File: config.mk
export PLATFORM = sky130hd
export DESIGN_NAME = ctc_cordic_stage
export DESIGN_NICKNAME = d
export VERILOG_FILES = /design/src/rtl/cartesian_to_cylindrical_defines.svh /design/src/rtl/ctc_pkg.sv /design/src/rtl/ctc_cordic_stage.sv
export SDC_FILE = /design/constraint.sdc
export NUM_CORES = 1
export LEC_CHECK = 0
export BUFFER_PORTS_ARGS = -buffer_cell sky130_fd_sc_hd__buf_2
export CAP_MARGIN = 15
export CELL_PAD_IN_SITES_DETAIL_PLACEMENT = 1
export CELL_PAD_IN_SITES_GLOBAL_PLACEMENT = 2
export CORE_MARGIN = 3
export CORE_UTILIZATION = 26
export DETAILED_ROUTE_END_ITERATION = 8
export GPL_ROUTABILITY_DRIVEN = 1
export PLACE_DENSITY_LB_ADDON = 0.1
export SYNTH_ARGS = -nofsm -noshare
export SYNTH_HDL_FRONTEND = slang
export SYNTH_SLANG_ARGS = --single-unit
File: constraint.sdc
create_clock -name clk -period 0.8 [get_ports clk]
set_clock_uncertainty 0.1 [all_clocks]
set_input_delay 0.24 -clock clk [delete_from_list [all_inputs] [get_ports clk]]
set_output_delay 0.24 -clock clk [all_outputs]
set_load 0.05 [all_outputs]
File: src/rtl/cartesian_to_cylindrical_defines.svh
// Assertion macros used by the converter top level.
`ifndef CARTESIAN_TO_CYLINDRICAL_DEFINES_SVH
`define CARTESIAN_TO_CYLINDRICAL_DEFINES_SVH
`ifndef SYNTH
// Check prop at every rising clock edge outside reset.
`define CTC_ASSERT(lbl, prop, msg) \
	lbl: assert property (@(posedge clk) disable iff (!arst_n) (prop)) else $error(msg);
// Check that cond never holds outside reset.
`define CTC_ASSERT_NEVER(lbl, cond, msg) `CTC_ASSERT(lbl, !(cond), msg)
`else
`define CTC_ASSERT(lbl, prop, msg)
`define CTC_ASSERT_NEVER(lbl, cond, msg)
`endif
`endif

File: src/rtl/ctc_pkg.sv
// Types, constants and the arctangent table of the Cartesian to cylindrical converter.
`timescale 1ns / 1ps
`default_nettype none
package ctc_pkg;

	localparam int DIMENSION_DEF     = 3;
	localparam int CORDIC_STAGES_DEF = 24;

	localparam int COORD_W    = 24;
	localparam int GUARD_BITS = 6;
	localparam int CX_W       = 32;   // rotation vector width, holds gain growth
	localparam int ANG_W      = 33;   // signed angle, radians * 2^30
	localparam int FULL_W     = 33;   // unsigned angle over the full turn
	localparam int PROD_W     = 63;
	localparam int RAD_SHIFT  = 32 + GUARD_BITS;
	localparam int AZ_SHIFT   = 9;

	localparam logic [FULL_W-1:0] PI_Q30      = 33'd3373259426;
	localparam logic [FULL_W-1:0] HALF_PI_Q30 = 33'd1686629713;
	localparam logic [FULL_W-1:0] TWO_PI_Q30  = 33'd6746518852;
	localparam logic [FULL_W-1:0] AZ_ROUND    = 33'd256;

	localparam logic [COORD_W-1:0] AZ_ZERO          = 24'd0;
	localparam logic [COORD_W-1:0] AZ_PI            = 24'd6588397;
	localparam logic [COORD_W-1:0] AZ_HALF_PI       = 24'd3294199;
	localparam logic [COORD_W-1:0] AZ_THREE_HALF_PI = 24'd9882596;
	localparam logic [COORD_W-1:0] AZ_FULL_TURN     = 24'd13176795;
	localparam logic [COORD_W-1:0] RAD_MAX          = 24'hFFFFFF;

	localparam logic [31:0]       INV_GAIN_Q32 = 32'd2608131496;
	localparam logic [PROD_W-1:0] RAD_ROUND    = PROD_W'(64'd1 << (RAD_SHIFT - 1));

	typedef struct packed {
		logic signed [COORD_W-1:0] x_coord;
		logic signed [COORD_W-1:0] y_coord;
		logic signed [COORD_W-1:0] z_coord;
	} in_t;

	typedef struct packed {
		logic        [COORD_W-1:0] azimuth;
		logic        [COORD_W-1:0] radius;
		logic signed [COORD_W-1:0] height;
	} out_t;

	// Rotation vector and angle accumulator.
	typedef struct packed {
		logic signed [CX_W-1:0]  cx;
		logic signed [CX_W-1:0]  cy;
		logic signed [ANG_W-1:0] ang;
	} rot_t;

	// Side information that rides along the rotation chain.
	typedef struct packed {
		logic                      special;
		logic                      x_pos;
		logic                      y_pos;
		logic        [COORD_W-1:0] spec_az;
		logic        [COORD_W-1:0] spec_rad;
		logic signed [COORD_W-1:0] z;
	} side_t;

	// floor(atan(2^-i) * 2^30)
	function automatic logic [ANG_W-1:0] ctc_atan(input int i);
		logic [ANG_W-1:0] r;
		case (i)
			0: r = 33'd843314856;
			1: r = 33'd497837829;
			2: r = 33'd263043836;
			3: r = 33'd133525158;
			4: r = 33'd67021686;
			5: r = 33'd33543515;
			6: r = 33'd16775850;
			7: r = 33'd8388437;
			8: r = 33'd4194282;
			9: r = 33'd2097149;
			default: begin
				if (i <= 30) r = ANG_W'((64'd1 << (30 - i)) - 64'd1);
				else r = '0;
			end
		endcase
		return r;
	endfunction

endpackage
`default_nettype wire

File: src/rtl/ctc_cordic_stage.sv
// One registered CORDIC vectoring micro-rotation.
`timescale 1ns / 1ps
`default_nettype none
module ctc_cordic_stage #(
	parameter int STAGE = 0
) (
	input  logic           clk,
	input  logic           arst_n,
	input  logic           in_valid,
	input  ctc_pkg::rot_t  in_rot,
	input  ctc_pkg::side_t in_side,
	output logic           out_valid,
	output ctc_pkg::rot_t  out_rot,
	output ctc_pkg::side_t out_side
);
	import ctc_pkg::*;

	localparam logic [ANG_W-1:0] ATAN = ctc_atan(STAGE);

	logic signed [CX_W-1:0] dx;
	logic signed [CX_W-1:0] dy;
	rot_t                   nxt;
	logic                   cor_valid_s1;
	rot_t                   cor_rot_s1;
	side_t                  cor_side_s1;

	always_comb begin
		dx = in_rot.cy >>> STAGE;
		dy = in_rot.cx >>> STAGE;
		// rotate toward the x axis by the sign of y
		if (!in_rot.cy[CX_W-1]) begin
			nxt.cx  = in_rot.cx + dx;
			nxt.cy  = in_rot.cy - dy;
			nxt.ang = in_rot.ang + $signed(ATAN);
		end else begin
			nxt.cx  = in_rot.cx - dx;
			nxt.cy  = in_rot.cy + dy;
			nxt.ang = in_rot.ang - $signed(ATAN);
		end
	end

	always_ff @(posedge clk or negedge arst_n) begin
		if (!arst_n) cor_valid_s1 <= 1'b0;
		else cor_valid_s1 <= in_valid;
	end

	always_ff @(posedge clk) begin
		cor_rot_s1  <= nxt;
		cor_side_s1 <= in_side;
	end

	assign out_valid = cor_valid_s1;
	assign out_rot   = cor_rot_s1;
	assign out_side  = cor_side_s1;

endmodule
`default_nettype wire

-- Yosys cells after proc, flatten, opt, wreduce, memory -nomap -nowiden
Index checks and enable logic that the tools add are counted.
W data, S select, Z words.
- $add $sub $neg: 5
- mux-type cells: 1
- operator list (operator ; count):
    $mux W97 ; 1
    $sub A32 B32 Y32 ; 2
    $add A33 B31 Y33 const B ; 1
    $sub A33 B31 Y33 const B ; 1
    $add A32 B32 Y32 ; 1
- output and inout bits: 173
- logic and storage cells: 16
- flip-flop bits (word level): 173
- bits of input ports: 175

-- Longest topological paths before layout
Gate-level depths: netlist of the first run.
- depth after elaboration: 2
- gate-level depth with buffers: 12
- gate-level depth less buffers: 12

-- Worst setup path before layout of the first run
OpenSTA, ideal clock, no wires.
- path type: input to register
- start point: input in_rot[64] in the netlist's numbering
- end point: register cor_rot_s1, in the netlist out_rot[32]
- library setup time: 72 ps
- stages: 12
- arrival time: 3179 ps
- path buffers: 1
- path slack: -2552 ps
- cell sequence: inv_1 buf_1 ha_1 a21o_1 a21o_1 a21oi_1 nor2b_1 or4_1 o211ai_1 nand3_1 a41oi_1 xnor2_1
- RTL lines (item ; line ; source):
    start, declared ; ctc_cordic_stage.sv:10 ; input ctc_pkg::rot_t in_rot,
    end signal, assigned ; ctc_cordic_stage.sv:48 ; cor_rot_s1 <= nxt;
    end, declared ; ctc_cordic_stage.sv:24 ; rot_t cor_rot_s1;

==> summary.md, run 1 <==
| Metric | Value |
|---|---|
| Final worst slack | `-1.87 ns` |
| Hold path start | `in_rot[96]` |
| CTS Hold Bufs | `81` |
| CP peak stage delay | `0.52 ns` |
| Post-Route WL | `54,800 um` |
| Worst Path Max Fanout | `2` |
| Tcrit/Tclk final | `334%` |
| Maximum VDD drop | `1.22 mV` |
| GRT Util Overall | `23.3%` |
| Starting Density | `26.5%` |
| Critical path class | `in -> reg` |
| Cell Rows | `72` |
| H-Tree Depth | `4` |
| EDFF count, synth | `0` |
| Worst Tran Pin Value | `about 0.77 ns` |
| Sequential-to-total area share from yosys stat | `33.5%` |
| Setup Viol. Count Final | `263` |
| Violated checks | `negative hold slack, negative setup slack` |
| Buf/Inv on CP | `2` |
| Relative slew margins | `roughly half` |
| Cell Area, Synth | `around 10,000 um^2` |
| First-pass GRT wire length | `75,900 um` |
| Crit-path slowest cell | `or4_4` |
| Proportion of synthesized flip-flops having asynchronous set or reset | `0.581%` |
| DIE WIDTH | `205 um` |
| Vias post-DR | `12,600` |
| Routed Antenna Nets | `0` |
| Synthesized instance count | `between 1,000 and 1,500` |
| DR vias/cell | `4.82` |
| Final-stage net count | `approximately 2,400` |
| FF+latch count, synth | `172` |
| RSZ-0062 raised after global routing | `true` |
| Maximum clock frequency | `roughly 0.37 GHz` |
| Antenna violations before repair | `1` |
| Yosys warns | `0` |
| Yosys top cell area share | `33.3%` |
| Largest net degree at the start of global routing | `58` |
| Required time of the critical path | `1.05 ns` |
| CTS tree | `yes` |
| Synth cell types | `67` |
| Die Ht | `205 um` |
| CP Capture Type | `flip-flop` |
| DRC errors left | `0` |
| CTS max path bufs | `2` |
| Hold_ws | `-0.0767 ns` |
| Syn Area/Cell | `roughly 8.6 um^2` |
| Net Count, Synth | `1,504` |
| Vias in the first global route | `between 10,000 and 15,000` |
| Worst Hold End | `out_rot[96]` |
| Root cell of the clock tree | `clkbuf_16` |
| Final Hold Viols | `3` |
| Port bufs | `~350` |
| CP delay by family, top | `simple AND/OR/NAND/NOR gates` |
| Synth area leaders | `dfxtp_1 33%, ha_1 16%, a21oi_1 6.7%, xnor2_1 5.8%, inv_1 3.6%` |
| LEAKAGE | `roughly 10 nW` |
| Die ar. | `42,000 um^2` |
| Period minus WS final | `2.67 ns` |
| Gr ovfl total | `0` |
| Most common cell on crit path | `or4_4` |
| Worst EP arrival | `2.92 ns` |
| Final instance area | `22,300 um^2` |
| Hold depth | `2` |
| DP Area | `around 17,000 um^2` |
| Worst min path class | `in -> reg` |
| Clk slew on worst S/H paths | `0.09 ns` |
| WL per Instance | `20.9 um` |
| Count of final max-slew check failures | `0` |
| Synth area leader | `dfxtp_1` |
| Clock buffer count from CTS | `17` |
| CP Launch Type | `primary input` |
| Core area | `38,800 um^2` |
| Outcome | `finished with violations` |
| Top FF cell, synth | `dfxtp_1` |
| Drt first pass iters | `5` |
| Placed wire-length estimate | `around 38,000 um` |
| Synth-to-layout area growth | `117%` |
| PD cells | `1870 nW/um^2` |
| Fraction of layout cells with a size suffix above 1 | `approximately 64%` |
| GP Congestion | `0.867` |
| Boundary Pins | `between 300 and 400` |
| Worst-path cell chain | `buf_8, inv_4, ha_4, nand4_1, or4_4, or3_1, or4_4, a211oi_2, o31ai_2, a21oi_1, o2bb2ai_2, xnor2_1` |
| Worst slack, placed | `-2.42 ns` |
| CTS sink cnt | `172` |
| Max-cap viol count | `0` |
| DR iter-0 viols | `413` |
==> report_power, final <==
part           internal (W)  total, W  leakage, nW  switching, W
Clock               0.00436   0.00918        0.305       0.00482
Combinational       0.00991    0.0213         8.41        0.0114
Sequential           0.0102    0.0111         1.46      0.000968
==> final cells by class <==
class                      count  area (um^2)
antenna                        1         2.50
clock buffer                  17          425
multi-input combinational    877         8320
fill                        4211        16500
inverter                     104          504
timing repair buffer         919         8490
tap                          518          648
clock inverter                15          216
sequential                   172         3670
==> how the worst max path moves through the flow <==
| stage | endpoint | cells past startpoint | slack [ns] | start |
|---|---|---|---|---|
| 3_3_place_gp | out_rot[63] | 12 | -2.36 | in_rot[47] |
| 4_1_cts | out_rot[63] | 12 | -1.79 | in_rot[49] |
| 5_1_grt | out_rot[63] | 12 | -1.90 | in_rot[49] |
| 6_report | out_rot[63] | 12 | -1.87 | in_rot[49] |
| 3_5_place_dp | out_rot[63] | 12 | -2.42 | in_rot[47] |
| 2_1_floorplan | out_rot[59] | 11 | -1.95 | in_rot[53] |
==> synth_stat cells, types with 4 or more instances <==
cell and instances:
a41oi_1 4, nor3_1 24, nand4_1 16, clkbuf_1 31, a211oi_1 15, buf_1 7, o21bai_1 25, o21a_1 9
xnor2_1 68, nor2_1 72, dfxtp_1 171, o31a_1 4, inv_1 100, nor4_1 4, a2111oi_0 4, xor2_1 20
o31ai_1 19, nand3b_1 6, fa_1 4, nand2b_1 11, mux2i_1 13, o211ai_1 6, or2_2 4, o21ai_0 72
and3_1 7, a221oi_1 4, ha_1 131, nand3_1 20, a21oi_1 137, a31oi_1 15, nor2b_1 16, a21o_1 29
nand2_1 62, a31o_2 5
==> metrics by stage <==
stage / std cells / utilization [%] / TNS (ns) / power, W
floorplan: 1194 / - / -112.75 / 0.0204
global placement: 2432 / 43.8 / -173.01 / 0.0271
detailed placement: 2432 / 43.8 / -175.42 / 0.0273
CTS: 2597 / 51.9 / -205.59 / 0.0387
global route: 2623 / 57.4 / -211.69 / 0.0435
finish: 2623 / 57.4 / -199.12 / 0.0416
==> placed cells by master (no fill, tap or decap), types with 10 or more instances in the layout <==
master and instances:
clkbuf_16 18, o21ai_0 22, dlygate4sd3_1 80, buf_4 418, buf_12 24, a21oi_1 83, buf_8 143, xnor2_2 12
o21ai_4 10, nor2_1 57, a21oi_4 15, buf_2 155, nand3_1 14, buf_6 96, o21bai_1 20, a21o_1 29
xor2_1 19, nor3_1 13, inv_1 78, a21oi_2 40, nand4_1 16, o21ai_2 24, ha_1 89, inv_4 10
xnor2_1 56, nor2b_1 11, inv_12 10, o21ai_1 17, ha_4 38, nand2_1 50, dfxtp_2 167
==> state kept, by name, indices dropped and copies added, names as in the netlist <==
register,flops
out_valid,1
out_rot,96
out_side,75
==> metal layers <==
layer | share of wire [%] | track usage [%]
met5 | 0 | 0
met4 | 2.9 | 7.42
met3 | 3.2 | 3.34
met2 | 55 | 44.6
met1 | 39 | 26.3
==> kinds of logic after synthesis <==
family / after synthesis / share of synthesized area, %
and+or+nand+nor: 257 / 12.2
xor gates and xnor gates: 88 / 7.49
buffers and inverters: 145 / 5.35
AOI/OAI and AO/OA: 384 / 23.4
adders and majority gates: 135 / 16.7
DFF: 172 / 33.5
muxes: 13 / 1.26
==> what timing repair did <==
item                                    CTS  global route
buffers inserted                         55            38
resized for setup                       313           658
cloned                                    0             1
pin swaps                               127           111
endpoints found under the setup margin  263           264
hold endpoints to repair                 85             4
Note: power is estimated with default switching activity, not from simulation.
==> run 2: changes to the inputs <==
- SETUP_SLACK_MARGIN: not set -> 0.02
==> run 2 against run 1 <==
  * The flow still finishes with violations (negative hold slack, negative setup slack)
  * Hold slack got worse by 0.0046 ns
  * Final cell count increased by 0.76%
  * Combinational power increased by 5%
  * Final area increased by 4.9%
  * Critical path type unchanged
  * Power increased by 2.3%
  * Critical path depth decreased by 1
  * Highest routed layer is now met5
  * Sequential power about the same
  * Via count increased by 0.60%
==> summary.md, run 2 (synthesized netlist as in run 1, its figures left out) <==
| Metric | Value |
|---|---|
| Largest net degree at the start of global routing | `34 (-41%)` |
| Core area | `38,800 um^2 (unchanged)` |
| Relative slew margins | `52.4% (+3.9 points)` |
| Maximum clock frequency | `0.379 GHz (+1.2%)` |
| Hold path start | `in_rot[96]` |
| Most common cell on crit path | `or4_4` |
| Vias post-DR | `12,700 (+0.60%)` |
| DR vias/cell | `4.81 (-0.16%)` |
| LEAKAGE | `10.5 nW (+3.1%)` |
| Gr ovfl total | `0 (unchanged)` |
| Die ar. | `42,000 um^2 (unchanged)` |
| Post-Route WL | `57,400 um (+4.8%)` |
| Die Ht | `205 um (unchanged)` |
| DRC errors left | `0 (unchanged)` |
| Starting Density | `26.5% (unchanged)` |
| CTS sink cnt | `172 (unchanged)` |
| First-pass GRT wire length | `80,700 um (+6.3%)` |
| Max-cap viol count | `0 (unchanged)` |
| Required time of the critical path | `1.09 ns (+0.04 ns)` |
| CP Capture Type | `flip-flop` |
| Drt first pass iters | `5 (unchanged)` |
| Worst Path Max Fanout | `3 (+1)` |
| GP Congestion | `0.879 (+1.4%)` |
| Violated checks | `negative hold slack, negative setup slack` |
| Worst Tran Pin Value | `0.710 ns (-0.0578 ns)` |
| Outcome | `finished with violations` |
| CP peak stage delay | `0.52 ns (about the same)` |
| Boundary Pins | `348 (unchanged)` |
| Count of final max-slew check failures | `0 (unchanged)` |
| Commonest non-fill, non-tap cell in the layout | `buf_4` |
| CP Launch Type | `primary input` |
| Vias in the first global route | `14,000 (+2.5%)` |
| Critical path class | `in -> reg` |
| Root cell of the clock tree | `clkbuf_16` |
| Routed Antenna Nets | `0 (unchanged)` |
| Clk slew on worst S/H paths | `0.08 ns (about the same)` |
| Maximum VDD drop | `1.56 mV (+28%)` |
| CTS Hold Bufs | `81 (unchanged)` |
| Fraction of layout cells with a size suffix above 1 | `66.8% (+2.6 points)` |
| H-Tree Depth | `4 (unchanged)` |
| RSZ-0062 raised after global routing | `true` |
| Final Hold Viols | `3 (unchanged)` |
| Commonest non-fill, non-tap cells in the layout | `423 x buf_4, 170 x dfxtp_4, 162 x buf_8` |
| Crit-path slowest cell | `or4_4` |
| Port bufs | `347 (unchanged)` |
| Buf/Inv on CP | `1 (-1)` |
| Tcrit/Tclk final | `330% (-4.1 points)` |
| Final Core Density | `60.2% (+2.8 points)` |
| Hold_ws | `-0.0813 ns (-0.00462 ns)` |
| Largest register FFs | `96 (unchanged)` |
| Worst Hold End | `out_rot[96]` |
| CTS tree | `yes` |
| Period minus WS final | `2.64 ns (-0.0328 ns)` |
| Final-stage net count | `2,418 (+0.71%)` |
| Setup Viol. Count Final | `264 (+0.38%)` |
| Synth-to-layout area growth | `127%` |
| Worst-path cell chain | `buf_8, ha_4, nand4_1, or4_4, or3_1, or4_4, a211oi_4, o31ai_2, and3_1, a21oi_2, xnor2_1` |
| GRT Util Overall | `24.9% (+1.7 points)` |
| Cell Rows | `72 (unchanged)` |
| CTS max path bufs | `2 (unchanged)` |
| Worst EP arrival | `2.93 ns (about the same)` |
| Setup tns final | `-201.02 ns (-1.90 ns)` |
| Hold depth | `2 (unchanged)` |
| Worst min path class | `in -> reg` |
| Clock buffer count from CTS | `17 (unchanged)` |
| PD cells | `1820 nW/um^2 (-2.5%)` |
| Placed wire-length estimate | `37,900 um (+0.32%)` |
| CP delay by family, top | `simple AND/OR/NAND/NOR gates` |
| DR iter-0 viols | `431 (+4.4%)` |
| Final worst slack | `-1.84 ns (+0.0328 ns)` |
| DIE WIDTH | `205 um (unchanged)` |
| Antenna violations before repair | `3 (+2)` |
| WL per Instance | `21.7 um (+4.0%)` |
-- run 2: cell count changes in the layout (fill, tap and decap cells not counted), moves of 6 or more --
cell	change
inv_6	+6
a21oi_2	+8
o21ai_2	+6
buf_8	+19
xnor2_1	-10
buf_12	+6
dfxtp_2	-166
buf_2	-7
xnor2_2	+8
a21oi_1	-9
dfxtp_4	+166
-- run 2: power breakdown --
group          switching [W]  internal [W]
clock                0.00444       0.00450
sequential           0.00101        0.0103
combinational         0.0119        0.0105
total                 0.0173        0.0253
-- run 2: worst max path at each step --
stage | cells after the start | from | slack (ns) | endpoint
after detailed placement | 12 | in_rot[65] | -2.42 | out_rot[61]
final | 11 | in_rot[81] | -1.84 | out_rot[59]
after global placement | 12 | in_rot[47] | -2.37 | out_rot[63]
after global routing | 12 | in_rot[49] | -1.87 | out_rot[59]
after floorplan | 11 | in_rot[53] | -1.95 | out_rot[59]
after CTS | 14 | in_rot[33] | -1.79 | out_rot[51]
-- run 2: cell type report --
type,instances,area (um^2)
multi-input cells,877,8720
well taps,518,648
flip-flops and latches,172,4090
clock buffers,18,429
repair buffers,936,8810
fillers,4104,15400
diodes,4,10.0
clock inverters,14,168
inverters,104,507
-- run 2: per-layer routing --
metal	GRT usage (%)	vias up	routed length, um
li1	-	6037	-
met1	27.0	6286	21700
met2	49.4	299	32200
met3	3.64	90	1900
met4	7.54	2	1570
met5	0	-	12
-- run 2: repair_timing --
action / CTS / global route
setup endpoints to repair: 263 / 264
buffers inserted: 55 / 65
pin swaps: 148 / 165
endpoints found under the hold margin: 85 / 4
cloned: 0 / 1
resized for setup: 756 / 209
-- run 2: per-stage QoR --
stage               power, W  area, um^2  hold WS (ns)  std cells  setup slack [ns]
finish                0.0426       23400       -0.0813       2643             -1.84
global route          0.0443       23400       -0.0947       2641             -1.87
CTS                   0.0407       21900        -0.115       2585             -1.79
detailed placement    0.0274       17400       -0.0835       2425             -2.42
global placement      0.0272       17400       -0.0854       2425             -2.37
floorplan             0.0206       11900        -0.156       1194             -1.95
